### config.mk
export PLATFORM = sky130hd
export DESIGN_NAME = calendar_date_offset
export DESIGN_NICKNAME = d
export VERILOG_FILES = /design/src/hdl/cdo_pkg.sv /design/src/hdl/cdo_step.sv /design/src/hdl/calendar_date_offset.sv
export SDC_FILE = /design/constraint.sdc
export NUM_CORES = 1
export LEC_CHECK = 0
export BUFFER_PORTS_ARGS = -buffer_cell sky130_fd_sc_hd__buf_2
export CAP_MARGIN = 10
export CORE_MARGIN = 1.5
export CORE_UTILIZATION = 30
export DETAILED_ROUTE_END_ITERATION = 16
export PLACE_DENSITY = 0.5
export SETUP_SLACK_MARGIN = 0.05
export SLEW_MARGIN = 10
export SYNTH_ARGS = -nofsm -noshare
export SYNTH_HDL_FRONTEND = slang
export SYNTH_SLANG_ARGS = --single-unit
### constraint.sdc
create_clock -name clk -period 12.85 [get_ports clk]
set_input_delay 2.57 -clock clk [delete_from_list [all_inputs] [get_ports clk]]
set_output_delay 2.57 -clock clk [all_outputs]
set_load 0.02 [all_outputs]
### src/hdl/cdo_pkg.sv
package cdo_pkg;

  localparam int unsigned MAX_YEAR_DEF = 9999;
  localparam int unsigned YearMod      = 400;
  localparam int unsigned MonthsPerYr  = 12;
  localparam int unsigned ModSteps     = 6;

  typedef enum logic [1:0] {
    ST_OK        = 2'd0,
    ST_BAD_MONTH = 2'd1,
    ST_BAD_DAY   = 2'd2,
    ST_RANGE     = 2'd3
  } status_t;

  typedef enum logic [2:0] {
    S_IDLE,
    S_MOD,
    S_CHECK,
    S_WALK,
    S_FIN
  } state_t;

  // Working date of the walk; rem is the year modulo 400.
  typedef struct packed {
    logic signed [16:0] year;
    logic [8:0]         rem;
    logic [3:0]         month;
    logic signed [16:0] day;
  } walk_t;

  typedef struct packed {
    logic fwd;
    logic bwd;
  } step_flags_t;

  function automatic logic is_leap(input logic [8:0] rem);
    logic century;
    century = (rem == 9'd100) || (rem == 9'd200) || (rem == 9'd300);
    return (rem[1:0] == 2'b00) && !century;
  endfunction

  function automatic logic [4:0] month_days(input logic [3:0] month, input logic leap);
    logic [4:0] md;
    unique case (month)
      4'd2:                         md = leap ? 5'd29 : 5'd28;
      4'd4, 4'd6, 4'd9, 4'd11:      md = 5'd30;
      default:                      md = 5'd31;
    endcase
    return md;
  endfunction

endpackage

### src/hdl/cdo_step.sv
module cdo_step (
  input  cdo_pkg::walk_t       cur,
  output cdo_pkg::walk_t       nxt,
  output cdo_pkg::step_flags_t flags
);

  localparam logic [3:0] LastMonth = 4'(cdo_pkg::MonthsPerYr);
  localparam logic [8:0] LastRem   = 9'(cdo_pkg::YearMod - 1);

  logic [4:0]         md_cur;
  logic [4:0]         md_prev;
  logic [3:0]         prev_month;
  logic [8:0]         prev_rem;
  logic signed [16:0] prev_year;
  logic               wrap_back;
  logic               wrap_fwd;
  logic signed [16:0] addend;

  always_comb begin
    md_cur     = cdo_pkg::month_days(cur.month, cdo_pkg::is_leap(cur.rem));
    wrap_back  = (cur.month <= 4'd1);
    wrap_fwd   = (cur.month >= LastMonth);
    prev_month = wrap_back ? LastMonth : cur.month - 4'd1;
    prev_rem   = wrap_back ? ((cur.rem == 9'd0) ? LastRem : cur.rem - 9'd1) : cur.rem;
    prev_year  = wrap_back ? cur.year - 17'sd1 : cur.year;
    md_prev    = cdo_pkg::month_days(prev_month, cdo_pkg::is_leap(prev_rem));

    flags.fwd = (cur.day > $signed({12'd0, md_cur}));
    flags.bwd = (cur.day < 17'sd1);

    // One adder serves both directions: subtract this month or add the previous one.
    addend = flags.fwd ? -$signed({12'd0, md_cur}) : $signed({12'd0, md_prev});

    nxt = cur;
    if (flags.fwd) begin
      nxt.day = cur.day + addend;
      if (wrap_fwd) begin
        nxt.month = 4'd1;
        nxt.year  = cur.year + 17'sd1;
        nxt.rem   = (cur.rem == LastRem) ? 9'd0 : cur.rem + 9'd1;
      end else begin
        nxt.month = cur.month + 4'd1;
      end
    end else if (flags.bwd) begin
      nxt.day   = cur.day + addend;
      nxt.month = prev_month;
      nxt.year  = prev_year;
      nxt.rem   = prev_rem;
    end
  end

endmodule

### src/hdl/calendar_date_offset.sv
// Channel  Dir  Width  Contents
// s_*      in   40     start_year, start_month, start_day, day_offset
// m_*      out  24+2   result_year, result_month, result_day; status in m_tuser
//
// A valid date is walked N months, up to about 1080, one month per cycle; a bad
// date skips the walk and goes straight to the output register.
// The year modulo 400 is found first by conditionally subtracting shifted copies of 400.
// s_tready is high only while idle; a finished result waits in the output
// register, and the next item can be accepted while it stalls there.
// rst is synchronous and clears the sequencer and m_tvalid.
module calendar_date_offset #(
  parameter int unsigned MAX_YEAR = cdo_pkg::MAX_YEAR_DEF
) (
  input  logic        clk,
  input  logic        rst,
  input  logic        s_tvalid,
  output logic        s_tready,
  // [13:0] start_year, [17:14] start_month, [22:18] start_day,
  // [38:23] day_offset, [39] zero
  input  logic [39:0] s_tdata,
  output logic        m_tvalid,
  input  logic        m_tready,
  // [13:0] result_year, [17:14] result_month, [22:18] result_day, [23] zero
  output logic [23:0] m_tdata,
  // [1:0] status
  output logic [1:0]  m_tuser
);

  localparam logic signed [16:0] MaxYear = $signed({1'b0, 16'(MAX_YEAR)});
  localparam logic [2:0] LastModStep = 3'(cdo_pkg::ModSteps - 1);

  cdo_pkg::state_t      state, state_next;
  cdo_pkg::walk_t       w, w_step;
  cdo_pkg::step_flags_t flags;
  cdo_pkg::status_t     status;
  logic [13:0]          acc, acc_next, sub;
  logic [2:0]           k;
  logic signed [15:0]   offset;
  logic                 s_fire, out_load, bad_month, in_range;

  cdo_step u_step (
    .cur   (w),
    .nxt   (w_step),
    .flags (flags)
  );

  assign s_fire    = s_tvalid && s_tready;
  assign bad_month = (w.month == 4'd0) || (w.month > 4'(cdo_pkg::MonthsPerYr));
  assign in_range  = !w.year[16] && (w.year <= MaxYear);

  always_comb begin
    sub      = 14'(cdo_pkg::YearMod) << (LastModStep - k);
    acc_next = (acc >= sub) ? acc - sub : acc;
  end

  always_comb begin
    state_next = state;
    unique case (state)
      cdo_pkg::S_IDLE:  if (s_fire) state_next = cdo_pkg::S_MOD;
      cdo_pkg::S_MOD:   if (k == LastModStep) state_next = cdo_pkg::S_CHECK;
      cdo_pkg::S_CHECK: begin
        if (bad_month || flags.fwd || flags.bwd) state_next = cdo_pkg::S_FIN;
        else state_next = cdo_pkg::S_WALK;
      end
      cdo_pkg::S_WALK:  if (!flags.fwd && !flags.bwd) state_next = cdo_pkg::S_FIN;
      cdo_pkg::S_FIN:   if (out_load) state_next = cdo_pkg::S_IDLE;
      default:          state_next = cdo_pkg::S_IDLE;
    endcase
  end

  always_comb begin
    s_tready = (state == cdo_pkg::S_IDLE);
    out_load = (state == cdo_pkg::S_FIN) && (!m_tvalid || m_tready);
  end

  always_ff @(posedge clk) begin
    if (rst) begin
      state <= cdo_pkg::S_IDLE;
      k     <= '0;
    end else begin
      state <= state_next;
      if (state == cdo_pkg::S_MOD) k <= k + 3'd1;
      else k <= '0;
    end
  end

  always_ff @(posedge clk) begin
    unique case (state)
      cdo_pkg::S_IDLE: begin
        if (s_fire) begin
          w.year  <= $signed({3'd0, s_tdata[13:0]});
          w.month <= s_tdata[17:14];
          w.day   <= $signed({12'd0, s_tdata[22:18]});
          w.rem   <= '0;
          acc     <= s_tdata[13:0];
          offset  <= $signed(s_tdata[38:23]);
        end
      end
      cdo_pkg::S_MOD: begin
        acc   <= acc_next;
        w.rem <= acc_next[8:0];
      end
      cdo_pkg::S_CHECK: begin
        // Month is checked before the day.
        if (bad_month) status <= cdo_pkg::ST_BAD_MONTH;
        else if (flags.fwd || flags.bwd) status <= cdo_pkg::ST_BAD_DAY;
        else w.day <= w.day + 17'(offset);
      end
      cdo_pkg::S_WALK: begin
        w <= w_step;
        if (!flags.fwd && !flags.bwd) begin
          status <= in_range ? cdo_pkg::ST_OK : cdo_pkg::ST_RANGE;
        end
      end
      cdo_pkg::S_FIN: ;
      default: ;
    endcase
  end

  always_ff @(posedge clk) begin
    if (rst) begin
      m_tvalid <= 1'b0;
    end else if (out_load) begin
      m_tvalid <= 1'b1;
    end else if (m_tready) begin
      m_tvalid <= 1'b0;
    end
  end

  always_ff @(posedge clk) begin
    if (out_load) begin
      m_tuser <= status;
      if (status == cdo_pkg::ST_OK) begin
        m_tdata <= {1'b0, w.day[4:0], w.month, w.year[13:0]};
      end else begin
        m_tdata <= '0;
      end
    end
  end

endmodule

==> results of run 1 <==
power breakdown:
group          total (mW)  internal (mW)  switching, mW
clock network       0.286          0.136          0.150
registers           0.447          0.419         0.0274
logic               0.205         0.0851          0.120
worst max-delay path: stages (launching register included):
cell	delay (ps)
edfxtp_1	760
and4bb_2	300
o21ai_0	80
a311oi_1	120
a211oi_1	610
ha_1	350
nand2_1	60
o211ai_1	140
a21oi_2	200
buf_4	330
nor2_1	120
and3_1	180
a32oi_1	280
ha_1	260
inv_1	70
fa_1	420
nor2b_1	160
o31a_1	180
o211ai_1	180
a21oi_1	310
or3_1	170
nand3_1	80
layout make-up:
class	instances	area (µm²)	share of cell area, %
Sequential cell	111	3260	37.2
Clock buffer	9	225	2.57
Inverter	25	93.8	1.07
Timing Repair Buffer	76	398	4.54
Multi-Input combinational cell	649	4300	49.1
Clock inverter	7	61.3	0.700
Tap cell	335	419	4.78
logic make-up after synthesis:
kind of cell,share of synthesized area (%)
buffers and inverters,3.96
DFF,41.5
muxes,2.62
and+or+nand+nor,21.4
xor gates and xnor gates,3.34
AOI/OAI and AO/OA,17.6
adders and majority gates,9.57
other,0.0477
synthesized netlist by cell type (all sizes together) (12+ instances only):
cell	count
a211oi	12
a21o	14
a21oi	46
and2	24
clkbuf	30
edfxtp	104
ha	57
inv	25
mux2i	15
nand2	110
nand3	18
nand4	13
nor2	62
nor3	36
o21a	14
o21ai	56
xnor2	14
xor2	16
worst max-delay path by stage:
stage,cells after the start,end,slack (ps)
2_1_floorplan,22,w[16]$_SDFFCE_PP0P_,7850
3_5_place_dp,21,w[14]$_SDFFCE_PP0P_,7390
3_3_place_gp,18,w[16]$_SDFFCE_PP0P_,7410
5_1_grt,21,w[8]$_SDFFCE_PP0P_,6880
6_report,21,w[14]$_SDFFCE_PP0P_,7230
4_1_cts,21,w[14]$_SDFFCE_PP0P_,7340
per-stage QoR:
| step | utilization, % | instance area [µm²] |
|---|---|---|
| 2_1_floorplan | - | 7870 |
| 3_3_place_gp | 32.7 | 8470 |
| 3_5_place_dp | 32.7 | 8470 |
| 4_1_cts | 33.8 | 8760 |
| 5_1_grt | 33.8 | 8760 |
| 6_report | 33.8 | 8760 |
registers in the layout, summed over array words and instances, names as in the netlist:
name	cells
m_tdata	23
k	3
state	3
w	47
m_tuser	2
status	2
m_tvalid	1
offset	16
acc	14
per-layer routing:
metal / share of wire (%) / vias to the layer above / routed length (µm)
met5: 0.033 / - / 7
met4: 2.6 / 2 / 550
met3: 4.8 / 34 / 1000
met2: 45 / 160 / 9480
met1: 47 / 2926 / 9890
li1: - / 3168 / -
==> results.txt, run 1 <==
Max VDD drop - 62.0 µV
R2R setup slack - 7230 ps
Final Non-Filler Cells - 1,212
most frequent cells in the layout - 109 x nand2_1, 104 x edfxtp_1, 69 x buf_2
WHS Path Cells - 2
Max Fclk - 0.178 GHz
met1 GRT Util - 21.4%
Resized Gates After CTS - 0
Yosys warnings - 0
Slew @ Worst Pin - 1020 ps
global-route wire length before repair - 33,000 µm
Via Count - 6,290
WHS - 522 ps
post-synthesis sequential element count - 111
Clock Latency Late Sink - 370 ps
Hold Path End - m_tvalid$_SDFFE_PP0P_
Total Power - 937 µW
top_reg_cell synth - edfxtp_1
PwrDens - 107 mW/mm²
vias in the first global route - 6,022
initial antenna violation count - 1
endpoints failing setup - 0
Die X-Extent - 165 µm
CP arrival - 5720 ps
commonest non-fill, non-tap cell in the layout - nand2_1
met3 global-route usage - 3.11%
Synth async-reset ratio - 0%
grt ovf - 0
final net count - 975
Placer Congestion - 0.873
Hold WC Path Type - reg2reg
H-tree Lvls - 3
die footprint - 0.0272 mm²
CTS Sinks - 111
GRT Total Usage - 15.9%
post-synthesis sequential area ratio - 41.5%
Layout Skew - 10.1 ps
Fillers - 2,721
Leakage - 3.45 nW
drt wl/cell - 17.3 µm
crit end category - register
Post-synth EDFFs - 104
final hold vios - 0
worst setup margin - 7230 ps
CP max FO - 29
Synth cell types - 78
Setup TNS - 0 ps
Site Rows - 59
ANT cells - 0
DRT iter0 DRCs - 516
Die H - 165 µm
Area contributors post-synth - edfxtp_1 40%, ha_1 9.1%, nand2_1 5.2%
Root Driver - clkbuf_16
CORE AREA - 0.0259 mm²
part of the cycle the worst path needs - 43.7%
GRT met2 Usage - 25.4%
share of the synthesized area in the top cell type - 39.7%
CTS tree - built
final WL - 20,900 µm
RSZ-0062 raised after global routing - false
I/O Pins - 72
CTS Buffer Depth - 2
hold_buf cts - 0
worst slack at placement - 7390 ps
Max-cap violations - 0
ANT nets after route - 0
pin count of the biggest net entering global routing - 62
Post-Syn Area - 0.00787 mm²
grt peak-use layer - met2
vias per inst - 5.19
CTS buffer count - 9
Post-Place Cells - 1,196
Worst slew margin - 31.5%
worst reg2reg path startpoint - w[28]$_SDFFCE_PN0P_
IO buf count - 69
WS Path Type - reg2reg
Syn Area/Cell - 9.55 µm²
R2R depth - 21
layout cells sized above 1 - 13.5%
Slew Viols, Final - 0
Post CTS Setup Buffer Count - 0
DR pass1 iterations - 5
min cycle time layout - 5620 ps
Worst setup SP type - register
Syn-to-layout area delta - 11.3%
outcome - finished, final reports clean
CP required - 12,950 ps
reg2reg end - w[14]$_SDFFCE_PP0P_
CP Launch Point - w[28]$_SDFFCE_PN0P_
Hold Crit Start - m_tvalid$_SDFFE_PP0P_
post-detailed-route DRC marker count - 0
Syn Nets - 927
Starting Density - 30.4%
leading area contributor after synthesis - edfxtp_1
CTS clk-pin slew, worst paths - 80 ps
DP HPWL - 15,600 µm
post-synthesis cell count - 824
Power figures use the tool's default switching activity.
==> inputs of run 2 (changes only) <==
ABC_AREA = 1   (was unset)
PLACE_DENSITY = 0.52   (was 0.5)
clock period = 5.1 ns   (was 12.85 ns; I/O delays follow)
==> results.txt, run 2 <==
post-synthesis cell count - 957
Final Non-Filler Cells - 1,366
sequential share of power - 35.6%
Post-synth EDFFs - 104
PwrDens - 438 mW/mm²
Top cell by count, worst path - nand2_1
Total Power - 3.86 mW
WS Path Type - reg2reg
CTS Sinks - 111
Synth async-reset ratio - 0%
CTS tree - built
Clock power frac - 20.4%
ANT cells - 0
slowest stage delay, CP - 460 ps
critical path's slowest cell - edfxtp_1
R2R setup slack - 500 ps
WHS - 449 ps
crit end category - register
Hold WC Path Type - reg2reg
layout cells sized above 1 - 12.7%
top flop regs - w: 47 flops, m_tdata: 23 flops, offset: 16 flops
pin count of the biggest net entering global routing - 26
Fillers - 2,742
Worst setup SP type - register
final hold vios - 0
post-synthesis sequential element count - 111
Seq. cell area - 0.00326 mm²
CORE AREA - 0.0253 mm²
Int Pwr - 2.26 mW
CTS clk-pin slew, worst paths - 80 ps
Die H - 164 µm
Resized Gates After CTS - 0
I/O Pins - 72
Max-cap violations - 0
IO buf count - 69
Post-synth top cells - 223 x nand2_1, 122 x inv_1, 104 x edfxtp_1, 102 x nor2_1, 67 x o21ai_0
H-tree Lvls - 3
Slew @ Worst Pin - 1100 ps
outcome - finished, final reports clean
drt wl/cell - 14.5 µm
max FFs per register - 47
Layout Skew - 15.3 ps
vias in the first global route - 6,224
Max Fclk - 0.217 GHz
Max VDD drop - 159 µV
Leakage - 3.95 nW
leading area contributor after synthesis - edfxtp_1
Syn Nets - 1,060
endpoints failing setup - 0
Via Count - 6,558
initial antenna violation count - 0
post-synthesis sequential area ratio - 42.1%
Die X-Extent - 164 µm
hold_buf cts - 0
Syn-to-layout area delta - 13.9%
DRT iter0 DRCs - 387
Yosys warnings - 0
part of the cycle the worst path needs - 90.2%
GRT Total Usage - 15.2%
global-route wire length before repair - 31,800 µm
Setup TNS - 0 ps
Worst slew margin - 25.8%
top-count cell post-synth - nand2_1
Site Rows - 58
Placer Congestion - 0.855
vias per inst - 4.80
top_reg_cell synth - edfxtp_1
Slew Viols, Final - 0
Comb power frac - 44.1%
Root Driver - clkbuf_16
final net count - 1,134
post-detailed-route DRC marker count - 0
CP max FO - 11
Post-Syn Area - 0.00774 mm²
register with the most flip-flops - w
final WL - 19,900 µm
Post-Place Cells - 1,350
share of the synthesized area in the top cell type - 40.3%
RSZ-0062 raised after global routing - false
sw frac - 41.6%
CTS Buffer Depth - 2
Syn Area/Cell - 8.09 µm²
Starting Density - 30.7%
CTS buffer count - 9
Synth cell types - 53
most frequent cells in the layout - 223 x nand2_1, 122 x inv_1, 104 x edfxtp_1
Post CTS Setup Buffer Count - 0
min cycle time layout - 4600 ps
DP HPWL - 15,600 µm
DR pass1 iterations - 5
Area contributors post-synth - edfxtp_1 40%, nand2_1 11%, ha_1 9.2%
CP arrival - 4720 ps
commonest non-fill, non-tap cell in the layout - nand2_1
Clock Latency Late Sink - 360 ps
Multi-input gate area - 0.00391 mm²
ANT nets after route - 0
die footprint - 0.0268 mm²
grt ovf - 0
switching power - 1.61 mW
CP required - 5220 ps
## run 2: critical path: cells and delay by family, from the launching register on
kind,cells,cell delay (ps)
flops,1,460
buf+inv,5,630
fa+ha+maj,4,1140
simple gates,15,1510
compound gates,4,640
## run 2: worst paths after layout
kind / start / end / cells after the start
hold reg to reg: status[1]$_DFFE_PP_ / m_tuser[1]$_DFFE_PP_ / 0
setup / recovery: w[17]$_DFFE_PP_ / w[16]$_SDFFCE_PP0P_ / 28
hold / removal: status[1]$_DFFE_PP_ / m_tuser[1]$_DFFE_PP_ / 0
setup reg to reg: w[17]$_DFFE_PP_ / w[16]$_SDFFCE_PP0P_ / 28
## run 2: cell families after synthesis
kind of cell             Yosys count  synth area share (%)
adder cells (fa/ha/maj)           59                  9.73
AND/OR/NAND/NOR                  441                  25.0
buffers and inverters            146                  7.38
other                              1                0.0484
XOR/XNOR                          25                  2.83
AO/OA/AOI/OAI                    174                  12.9
flip-flops                       111                  42.1
## run 2: stage by stage
stage / instance area, µm² / utilization [%] / setup WS (ps)
6_report: 8820 / 34.9 / 502
5_1_grt: 8820 / 34.9 / 57.6
4_1_cts: 8820 / 34.9 / 420
3_5_place_dp: 8500 / 33.7 / 450
3_3_place_gp: 8500 / 33.7 / 520
2_1_floorplan: 7740 / - / 924
## run 2: metal layers
layer | global-route usage [%] | part of all wire, % | wire (µm)
met5 | 0 | 0 | 0
met4 | 3.93 | 1.3 | 255
met3 | 2.69 | 3.6 | 706
met2 | 24.7 | 45 | 8940
met1 | 20.9 | 50 | 9970
## run 2: final cells by class
cell class / count / share of cell area, %
clock inverters: 6 / 1.06
multi-input cells: 700 / 44.3
clock buffers: 10 / 2.60
repair buffers: 80 / 4.85
well taps: 330 / 4.68
flip-flops and latches: 111 / 37.0
inverters: 129 / 5.49
## run 2: power groups by stage
stage	registers, mW	logic, mW	clock network (mW)
finish	1.37	1.70	0.787
CTS	1.37	1.70	0.811
global route	1.39	1.95	0.838
detailed placement	1.39	1.69	0
floorplan	1.34	1.31	0
global placement	1.39	1.69	0
